<file path="src/hdl/mbtc_pkg.sv">
package mbtc_pkg;

  // Field widths of the transactions.
  localparam int UTC_W    = 40;
  localparam int MJD_W    = 16;
  localparam int EPOCH_W  = 33;
  localparam int OUT_W    = 80;

  // Total register stages from input to output register.
  localparam int PIPE_DEPTH = 8;
  // The time path finishes after three stages and is delayed to match the date path.
  localparam int TIME_DLY   = PIPE_DEPTH - 3;

  // First MJD for which the calendar formulas hold.
  localparam logic [MJD_W-1:0] MJD_FIRST_VALID = 16'd15079;
  // MJD of 1970-01-01.
  localparam logic signed [16:0] MJD_UNIX_EPOCH = 17'sd40587;

  // Year estimate: floor((20*MJD - 301564) / 7305).
  localparam logic [19:0] YEAR_OFFSET = 20'd301564;
  localparam logic [12:0] YEAR_DIV    = 13'd7305;
  localparam int          YEAR_SHIFT  = 32;
  localparam logic [19:0] YEAR_RECIP  = 20'((64'd1 << YEAR_SHIFT) / 64'd7305);

  // Month estimate: floor((10000*X - 1000) / 306001).
  localparam logic [18:0] MONTH_DIV   = 19'd306001;
  localparam int          MONTH_SHIFT = 40;
  localparam logic [21:0] MONTH_RECIP = 22'((64'd1 << MONTH_SHIFT) / 64'd306001);

  localparam logic [16:0] DAY_OFFSET  = 17'd14956;

  typedef struct packed {
    logic [7:0] year;
    logic [3:0] month;
    logic [4:0] day;
    logic       out_of_range;
  } mbtc_date_t;

  typedef struct packed {
    logic [7:0]                hour;
    logic [7:0]                minute;
    logic [7:0]                second;
    logic signed [EPOCH_W-1:0] epoch;
  } mbtc_time_t;

  // floor(30.6001 * m), the day count up to the start of month estimate m.
  function automatic logic [9:0] month_days(input logic [5:0] m);
    logic [9:0] d;
    case (m)
      6'd1:    d = 10'd30;
      6'd2:    d = 10'd61;
      6'd3:    d = 10'd91;
      6'd4:    d = 10'd122;
      6'd5:    d = 10'd153;
      6'd6:    d = 10'd183;
      6'd7:    d = 10'd214;
      6'd8:    d = 10'd244;
      6'd9:    d = 10'd275;
      6'd10:   d = 10'd306;
      6'd11:   d = 10'd336;
      6'd12:   d = 10'd367;
      6'd13:   d = 10'd397;
      6'd14:   d = 10'd428;
      6'd15:   d = 10'd459;
      default: d = 10'd0;
    endcase
    return d;
  endfunction

  // Two BCD digits to binary, digits unchecked.
  function automatic logic [7:0] bcd_to_bin(input logic [7:0] b);
    logic [7:0] tens;
    tens = {4'd0, b[7:4]};
    return (tens << 3) + (tens << 1) + {4'd0, b[3:0]};
  endfunction

endpackage

</file>
<file path="src/hdl/mbtc_date_pipe.sv">
module mbtc_date_pipe (
  input  logic                    clk,
  input  logic                    ce,
  input  logic [15:0]             mjd,
  output mbtc_pkg::mbtc_date_t    date
);
  import mbtc_pkg::*;

  // Stage 1: scaled numerator of the year estimate and range flag.
  logic [MJD_W-1:0] mjd1_r;
  logic [19:0]      n1_r;
  logic             oor1_r;
  logic [19:0]      n1_nxt;

  assign n1_nxt = (20'(mjd) << 4) + (20'(mjd) << 2) - YEAR_OFFSET;

  // Stage 2: reciprocal multiply gives the year quotient or one less.
  logic [MJD_W-1:0] mjd2_r;
  logic [19:0]      n2_r;
  logic [7:0]       q2_r;
  logic             oor2_r;
  logic [39:0]      yprod;

  assign yprod = 40'(n1_r) * 40'(YEAR_RECIP);

  // Stage 3: remainder check fixes the year quotient.
  logic [MJD_W-1:0] mjd3_r;
  logic [7:0]       yp3_r;
  logic             oor3_r;
  logic [20:0]      yrem;
  logic [7:0]       yp3_nxt;

  assign yrem    = 21'(n2_r) - 21'(q2_r) * 21'(YEAR_DIV);
  assign yp3_nxt = q2_r + 8'(yrem >= 21'(YEAR_DIV));

  // Stage 4: day within the March-based year, X = MJD - 14956 - floor(365.25*Y').
  logic [7:0]  yp4_r;
  logic [9:0]  x4_r;
  logic        oor4_r;
  logic [18:0] aprod;
  logic [16:0] x4_full;

  assign aprod   = 19'(yp3_r) * 19'd1461;
  assign x4_full = 17'(mjd3_r) - DAY_OFFSET - aprod[18:2];

  // Stage 5: numerator of the month estimate.
  logic [7:0]  yp5_r;
  logic [9:0]  x5_r;
  logic [23:0] n5_r;
  logic        oor5_r;
  logic [23:0] n5_nxt;

  assign n5_nxt = 24'(x4_r) * 24'd10000 - 24'd1000;

  // Stage 6: reciprocal multiply gives the month quotient or one less.
  logic [7:0]  yp6_r;
  logic [9:0]  x6_r;
  logic [23:0] n6_r;
  logic [5:0]  q6_r;
  logic        oor6_r;
  logic [45:0] mprod;

  assign mprod = 46'(n5_r) * 46'(MONTH_RECIP);

  // Stage 7: remainder check fixes the month quotient.
  logic [7:0]  yp7_r;
  logic [9:0]  x7_r;
  logic [5:0]  mp7_r;
  logic        oor7_r;
  logic [24:0] mrem;
  logic [5:0]  mp7_nxt;

  assign mrem    = 25'(n6_r) - 25'(q6_r) * 25'(MONTH_DIV);
  assign mp7_nxt = q6_r + 6'(mrem >= 25'(MONTH_DIV));

  // Stage 8: month and day; January and February roll into the next year.
  mbtc_date_t date_r;
  mbtc_date_t date_nxt;
  logic       jan_feb;
  logic [9:0] day_full;

  always_comb begin
    jan_feb  = (mp7_r == 6'd14) || (mp7_r == 6'd15);
    day_full = x7_r - month_days(mp7_r);
    date_nxt.out_of_range = oor7_r;
    if (oor7_r) begin
      date_nxt.year  = '0;
      date_nxt.month = '0;
      date_nxt.day   = '0;
    end else begin
      date_nxt.year  = yp7_r + 8'(jan_feb);
      date_nxt.month = jan_feb ? 4'(mp7_r - 6'd13) : 4'(mp7_r - 6'd1);
      date_nxt.day   = day_full[4:0];
    end
  end

  // Pipeline registers, all held together while the output is stalled.
  always_ff @(posedge clk) begin
    if (ce) begin
      mjd1_r <= mjd;
      n1_r   <= n1_nxt;
      oor1_r <= (mjd < MJD_FIRST_VALID);

      mjd2_r <= mjd1_r;
      n2_r   <= n1_r;
      q2_r   <= yprod[YEAR_SHIFT+7:YEAR_SHIFT];
      oor2_r <= oor1_r;

      mjd3_r <= mjd2_r;
      yp3_r  <= yp3_nxt;
      oor3_r <= oor2_r;

      yp4_r  <= yp3_r;
      x4_r   <= x4_full[9:0];
      oor4_r <= oor3_r;

      yp5_r  <= yp4_r;
      x5_r   <= x4_r;
      n5_r   <= n5_nxt;
      oor5_r <= oor4_r;

      yp6_r  <= yp5_r;
      x6_r   <= x5_r;
      n6_r   <= n5_r;
      q6_r   <= mprod[MONTH_SHIFT+5:MONTH_SHIFT];
      oor6_r <= oor5_r;

      yp7_r  <= yp6_r;
      x7_r   <= x6_r;
      mp7_r  <= mp7_nxt;
      oor7_r <= oor6_r;

      date_r <= date_nxt;
    end
  end

  assign date = date_r;

endmodule

</file>
<file path="src/hdl/mbtc_time_pipe.sv">
module mbtc_time_pipe (
  input  logic                 clk,
  input  logic                 ce,
  input  logic [15:0]          mjd,
  input  logic [7:0]           hour_bcd,
  input  logic [7:0]           minute_bcd,
  input  logic [7:0]           second_bcd,
  output mbtc_pkg::mbtc_time_t tod
);
  import mbtc_pkg::*;

  // Stage 1: BCD decode and day offset from the Unix epoch.
  logic [7:0]        hh1_r, mm1_r, ss1_r;
  logic signed [16:0] dd1_r;

  // Stage 2: seconds of the days and seconds of the day.
  logic [7:0]         hh2_r, mm2_r, ss2_r;
  logic signed [33:0] dsec2_r;
  logic [19:0]        tsec2_r;
  logic signed [33:0] dsec_nxt;
  logic [19:0]        tsec_nxt;

  assign dsec_nxt = 34'(dd1_r) * 34'sd86400;
  assign tsec_nxt = 20'(hh1_r) * 20'd3600 + 20'(mm1_r) * 20'd60 + 20'(ss1_r);

  // Stage 3: epoch sum.
  mbtc_time_t         t3_nxt;
  logic signed [33:0] epoch_full;

  assign epoch_full   = dsec2_r + $signed({14'd0, tsec2_r});
  assign t3_nxt.hour   = hh2_r;
  assign t3_nxt.minute = mm2_r;
  assign t3_nxt.second = ss2_r;
  assign t3_nxt.epoch  = epoch_full[EPOCH_W-1:0];

  // Stages 4 onward: delay line that lines up with the date path.
  mbtc_time_t dly_r [TIME_DLY+1];

  always_ff @(posedge clk) begin
    if (ce) begin
      hh1_r   <= bcd_to_bin(hour_bcd);
      mm1_r   <= bcd_to_bin(minute_bcd);
      ss1_r   <= bcd_to_bin(second_bcd);
      dd1_r   <= $signed({1'b0, mjd}) - MJD_UNIX_EPOCH;

      hh2_r   <= hh1_r;
      mm2_r   <= mm1_r;
      ss2_r   <= ss1_r;
      dsec2_r <= dsec_nxt;
      tsec2_r <= tsec_nxt;

      dly_r[0] <= t3_nxt;
      for (int i = 1; i <= TIME_DLY; i++) begin
        dly_r[i] <= dly_r[i-1];
      end
    end
  end

  assign tod = dly_r[TIME_DLY];

endmodule

</file>
<file path="src/hdl/mjd_bcd_time_to_calendar_unit.sv">
// Channel  Ports                        Payload
// -------  ---------------------------  ------------------------------------------
// input    in_tvalid/in_tready/in_tdata  40-bit UTC time: MJD, hour, minute, second
// output   out_tvalid/out_tready/        date, decoded time, epoch seconds;
//          out_tdata/out_tuser           tuser flags an MJD below the valid range
//
// The pipeline length from acceptance to the output register is set by the date
// path: two reciprocal divisions, each a multiply stage and a remainder-correction
// stage, a numerator stage before each, a day-of-year stage and a final day stage.
// A new transaction is accepted in every cycle while the output is empty or taken.
// When the output is stalled the whole pipeline holds; empty stages are not squeezed.
// Reset clears the valid bits only; the pipeline is empty after reset.
module mjd_bcd_time_to_calendar_unit (
  input  logic                         clk,
  input  logic                         rst_n,
  input  logic                         in_tvalid,
  output logic                         in_tready,
  input  logic [mbtc_pkg::UTC_W-1:0]   in_tdata,   // [7:0] second, [15:8] minute,
                                                   // [23:16] hour (BCD), [39:24] MJD
  output logic                         out_tvalid,
  input  logic                         out_tready,
  output logic [mbtc_pkg::OUT_W-1:0]   out_tdata,  // [7:0] year_since_1900,
                                                   // [11:8] month_number,
                                                   // [16:12] day_of_month,
                                                   // [24:17] hour_value,
                                                   // [32:25] minute_value,
                                                   // [40:33] second_value,
                                                   // [73:41] epoch_seconds, [79:74] zero
  output logic                         out_tuser   // [0] out_of_range
);
  import mbtc_pkg::*;

  logic [PIPE_DEPTH-1:0] valid_r;
  logic [PIPE_DEPTH-1:0] valid_nxt;
  logic                  ce;
  mbtc_date_t            date;
  mbtc_time_t            tod;

  // The pipeline advances unless a finished transaction waits at the output.
  assign ce        = !valid_r[PIPE_DEPTH-1] || out_tready;
  assign in_tready = ce;
  assign valid_nxt = {valid_r[PIPE_DEPTH-2:0], in_tvalid};

  always_ff @(posedge clk) begin
    if (!rst_n) begin
      valid_r <= '0;
    end else if (ce) begin
      valid_r <= valid_nxt;
    end
  end

  // Date and time paths run side by side with the same depth.
  mbtc_date_pipe u_date (
    .clk  (clk),
    .ce   (ce),
    .mjd  (in_tdata[39:24]),
    .date (date)
  );

  mbtc_time_pipe u_time (
    .clk        (clk),
    .ce         (ce),
    .mjd        (in_tdata[39:24]),
    .hour_bcd   (in_tdata[23:16]),
    .minute_bcd (in_tdata[15:8]),
    .second_bcd (in_tdata[7:0]),
    .tod        (tod)
  );

  // Output packing.
  assign out_tvalid = valid_r[PIPE_DEPTH-1];
  assign out_tuser  = date.out_of_range;
  assign out_tdata  = {6'd0, tod.epoch, tod.second, tod.minute, tod.hour,
                       date.day, date.month, date.year};

  // A stalled output freezes every stage of the pipeline.
  a_stall_holds: assert property (@(posedge clk) disable iff (!rst_n)
    (out_tvalid && !out_tready) |=> $stable(valid_r))
    else $error("pipeline moved while output stalled");

  // An out-of-range MJD zeroes the calendar fields.
  a_oor_zero: assert property (@(posedge clk) disable iff (!rst_n)
    (out_tvalid && out_tuser) |->
      (date.year == 8'd0 && date.month == 4'd0 && date.day == 5'd0))
    else $error("calendar fields not cleared for out-of-range MJD");

  // A valid MJD always yields a real month and day.
  a_date_legal: assert property (@(posedge clk) disable iff (!rst_n)
    (out_tvalid && !out_tuser) |->
      (date.month >= 4'd1 && date.month <= 4'd12 && date.day >= 5'd1))
    else $error("calendar date out of legal range");

  // The pipeline is empty after reset.
  a_reset_empty: assert property (@(posedge clk)
    !rst_n |=> !out_tvalid)
    else $error("output valid right after reset");

endmodule
</file>
<file path="config.mk">
export PLATFORM = sky130hd
export DESIGN_NAME = mjd_bcd_time_to_calendar_unit
export DESIGN_NICKNAME = d
export VERILOG_FILES = /design/src/hdl/mbtc_pkg.sv /design/src/hdl/mbtc_date_pipe.sv /design/src/hdl/mbtc_time_pipe.sv /design/src/hdl/mjd_bcd_time_to_calendar_unit.sv
export SDC_FILE = /design/constraint.sdc
export NUM_CORES = 2
export LEC_CHECK = 0
export ABC_AREA = 1
export BUFFER_PORTS_ARGS = -buffer_cell sky130_fd_sc_hd__buf_2
export CAP_MARGIN = 25
export CELL_PAD_IN_SITES_DETAIL_PLACEMENT = 1
export CELL_PAD_IN_SITES_GLOBAL_PLACEMENT = 1
export CORE_ASPECT_RATIO = 1.1
export CORE_MARGIN = 1
export CORE_UTILIZATION = 40
export CTS_CLUSTER_SIZE = 10
export DETAILED_ROUTE_END_ITERATION = 16
export PLACE_DENSITY = 0.68
export SYNTH_ARGS = -nofsm -noshare
export SYNTH_HDL_FRONTEND = slang
export SYNTH_HIERARCHICAL = 1
export SYNTH_SLANG_ARGS = --single-unit
</file>
<file path="constraint.sdc">
create_clock -name clk -period 45.2 [get_ports clk]
set_input_delay 13.56 -clock clk [delete_from_list [all_inputs] [get_ports clk]]
set_output_delay 13.56 -clock clk [all_outputs]
set_load 0.05 [all_outputs]
</file>
==> run metrics <==
CTS hold repair buffers 0; Top FF cell, synth edfxtp_1; post-synth top area share 36.0%; worst endpoint data arrival time 14.71 ns; Final period util 62.6%; outcome finished clean; Final #Nets 6783; Post-Syn Area per Cell 10.5 sq um; yosys warns 6; post-synthesis mux area share 0%; grt met3 use 2.58%; drt via density around 4.9; r2r setup slk 38.57 ns; DIE WIDTH approximately 350 um; initial antenna violation count 3; EDFF count, synth ~660; Post-Synth XOR/XNOR Area under 10%; Die ar. 138000 sq um; crit path kind input port to output port; CTS tree done; CP dominant cell by count buf_2; highest clock rate between 30 and 40 MHz; Post-synth top cells 1255 x inv_1, 816 x ha_1, 718 x nand2_1; register bit total from synthesis 668; Critical Path Start Type input port; worst path cell trace buf_2 > inv_2 > nand2_4 > buf_2; post-synthesis adder-cell area fraction a little over a third; vias post-DR around 35000; Die H 390 um; largest family of logic cells by synthesized area adder cells; distinct cell type count after synthesis 58; routed len/inst ~18 um; grt met1 use 23.4%; initial DRC count roughly 1300; All-Layer GR Usage 19.0%; Final ANT Viol Nets 0; Root Driver clkbuf_16; Compound-Gate Fraction of Synth Area 4.47%; largest fanout on the critical path 39; Worst-Margin Slew 1.02 ns; H-tree levels 3; GPL Wtd Cong 0.852; max_slew headroom between 30% and 40%; Worst EP required 31.64 ns; most numerous cell in the Yosys netlist inv_1; RSZ-0062 raised after global routing no; post-route minimum period between 20 and 30 ns; DP HPWL 104 mm; slowest CP cell buf_2; Final Hold Fails 0; Synth area leader edfxtp_1; TNS Setup 0 ns; fraction of layout cells with a size suffix above 1 5.49%; largest net degree at the start of global routing 177; Mapped Cells 5217; drt drc 0; WL final approximately 130 mm; Clock Path Buffers 3; # setup viols final 0; Synth Area in Simple Gates 10.4%; synthesized area between 50000 and 60000 sq um; row count 141; Critical Path Max Stage Delay 0.48 ns; Slew Viols, Final 0; CTS resizes 0; clk slew on worst S/H paths 0.05 ns; P&R area growth vs syn 9.89%; CP Capture Type output port; clock buffer count from CTS 83; first-pass GRT wire length 207 mm; Synth area leaders edfxtp_1 36%, ha_1 19%, fa_1 18%, inv_1 8.6%, nand2_1 4.9%; Synth async-reset ratio 0%; GR peak layer met2; number of setup buffers added after CTS 0; clk_skew 0.0377 ns; Congestion Overflow GR 0; drt pass-1 iters 5; Worst-Skew Late Latency 0.67 ns; boundary pin count 127; met2 Usage GRT 34.5%; maxcap violations 0; # port buffers 120; TritonCTS Sinks around 670; Core ar. 135000 sq um; post-synthesis sequential area ratio between 30% and 40%; Starting Density 40.5%; vias in the first global route roughly 40000; Min-Delay Path Class flip-flop to flip-flop
layout make-up:
class	instances	area, sq um
Multi-Input combinational cell	3274	29900
Tap cell	1787	2240
Sequential cell	668	19900
Inverter	1269	4760
Fill cell	15000	74900
Timing Repair Buffer	137	753
Antenna cell	1	2.50
Clock buffer	112	2190
Clock inverter	24	282
cell usage in the layout (no fill, tap or decap), types with 6 or more instances in the layout:
cell,count
a211oi_1,9
a21boi_0,6
a21o_1,14
a21oi_1,206
a31oi_1,18
buf_2,120
buf_4,15
clkbuf_1,29
clkbuf_16,83
clkinv_1,9
conb_1,6
dfxtp_1,13
edfxtp_1,655
fa_1,490
ha_1,816
inv_1,1255
inv_2,12
nand2_1,717
nand2_2,12
nand3_1,175
nand3b_1,7
nand4_1,66
nor2_1,281
nor2_2,6
nor3_1,44
nor4_1,12
o211ai_1,8
o21a_1,15
o21ai_0,105
o21ai_1,10
o21bai_1,17
xnor2_1,59
xor2_1,122
kinds of logic (layout without fill, tap and decap cells):
group / count (synthesis) / in the layout
AOI/OAI and AO/OA: 432 / 432
xor gates and xnor gates: 189 / 189
adders and majority gates: 1306 / 1306
buffers and inverters: 1280 / 1542
DFF: 668 / 668
other: 1 / 7
and+or+nand+nor: 1341 / 1341
layer usage:
layer / up-vias / routed length (um)
met5: - / 39
met3: 161 / 3540
met2: 397 / 65200
met1: 17600 / 55300
li1: 17300 / -
met4: 6 / 3250
worst max-delay path: cells and delay by family:
kind | cells | cell delay, ns
buffers and inverters | 3 | 0.69
and+or+nand+nor | 1 | 0.42
per-stage QoR:
stage / worst slack (ns) / cells / cell area [sq um] / utilization (%) / hold WS, ns
3_3_place_gp: 16.97 / 7135 / 57600 / 42.7 / 0.400
6_report: 16.93 / 7272 / 60100 / 44.5 / 0.390
3_5_place_dp: 16.92 / 7135 / 57600 / 42.7 / 0.406
5_1_grt: 16.86 / 7271 / 60100 / 44.5 / 0.397
2_1_floorplan: 3.65 / 5222 / 54700 / - / 0.400
4_1_cts: 16.93 / 7271 / 60100 / 44.5 / 0.392
worst paths after layout:
| path | startpoint | endpoint | depth (start not counted) |
|---|---|---|---|
| max | out_tready | in_tready | 4 |
| min | u_date/x5_r[1]$_DFFE_PP_ | u_date/x6_r[1]$_DFFE_PP_ | 0 |
| max reg2reg | u_date/q6_r[5]$_DFFE_PP_ | flip-flop | 33 |
| min reg2reg | u_date/x5_r[1]$_DFFE_PP_ | u_date/x6_r[1]$_DFFE_PP_ | 0 |
sequential cells by signal, indices dropped and copies added, names as in the netlist, 10 cells and up, named ones only:
name	cells
u_date/date	18
u_date/mjd1_r	10
u_date/mjd2_r	10
u_date/mjd3_r	10
u_date/n1_r	18
u_date/n2_r	18
u_date/n5_r	20
u_date/n6_r	20
u_date/x4_r	10
u_time/dd1_r	17
u_time/dly_r	330
u_time/dsec2_r	26
u_time/tsec2_r	18
Power is not shown: default switching activity piles up to over one toggle a cycle in this logic, so the estimate is an artifact.
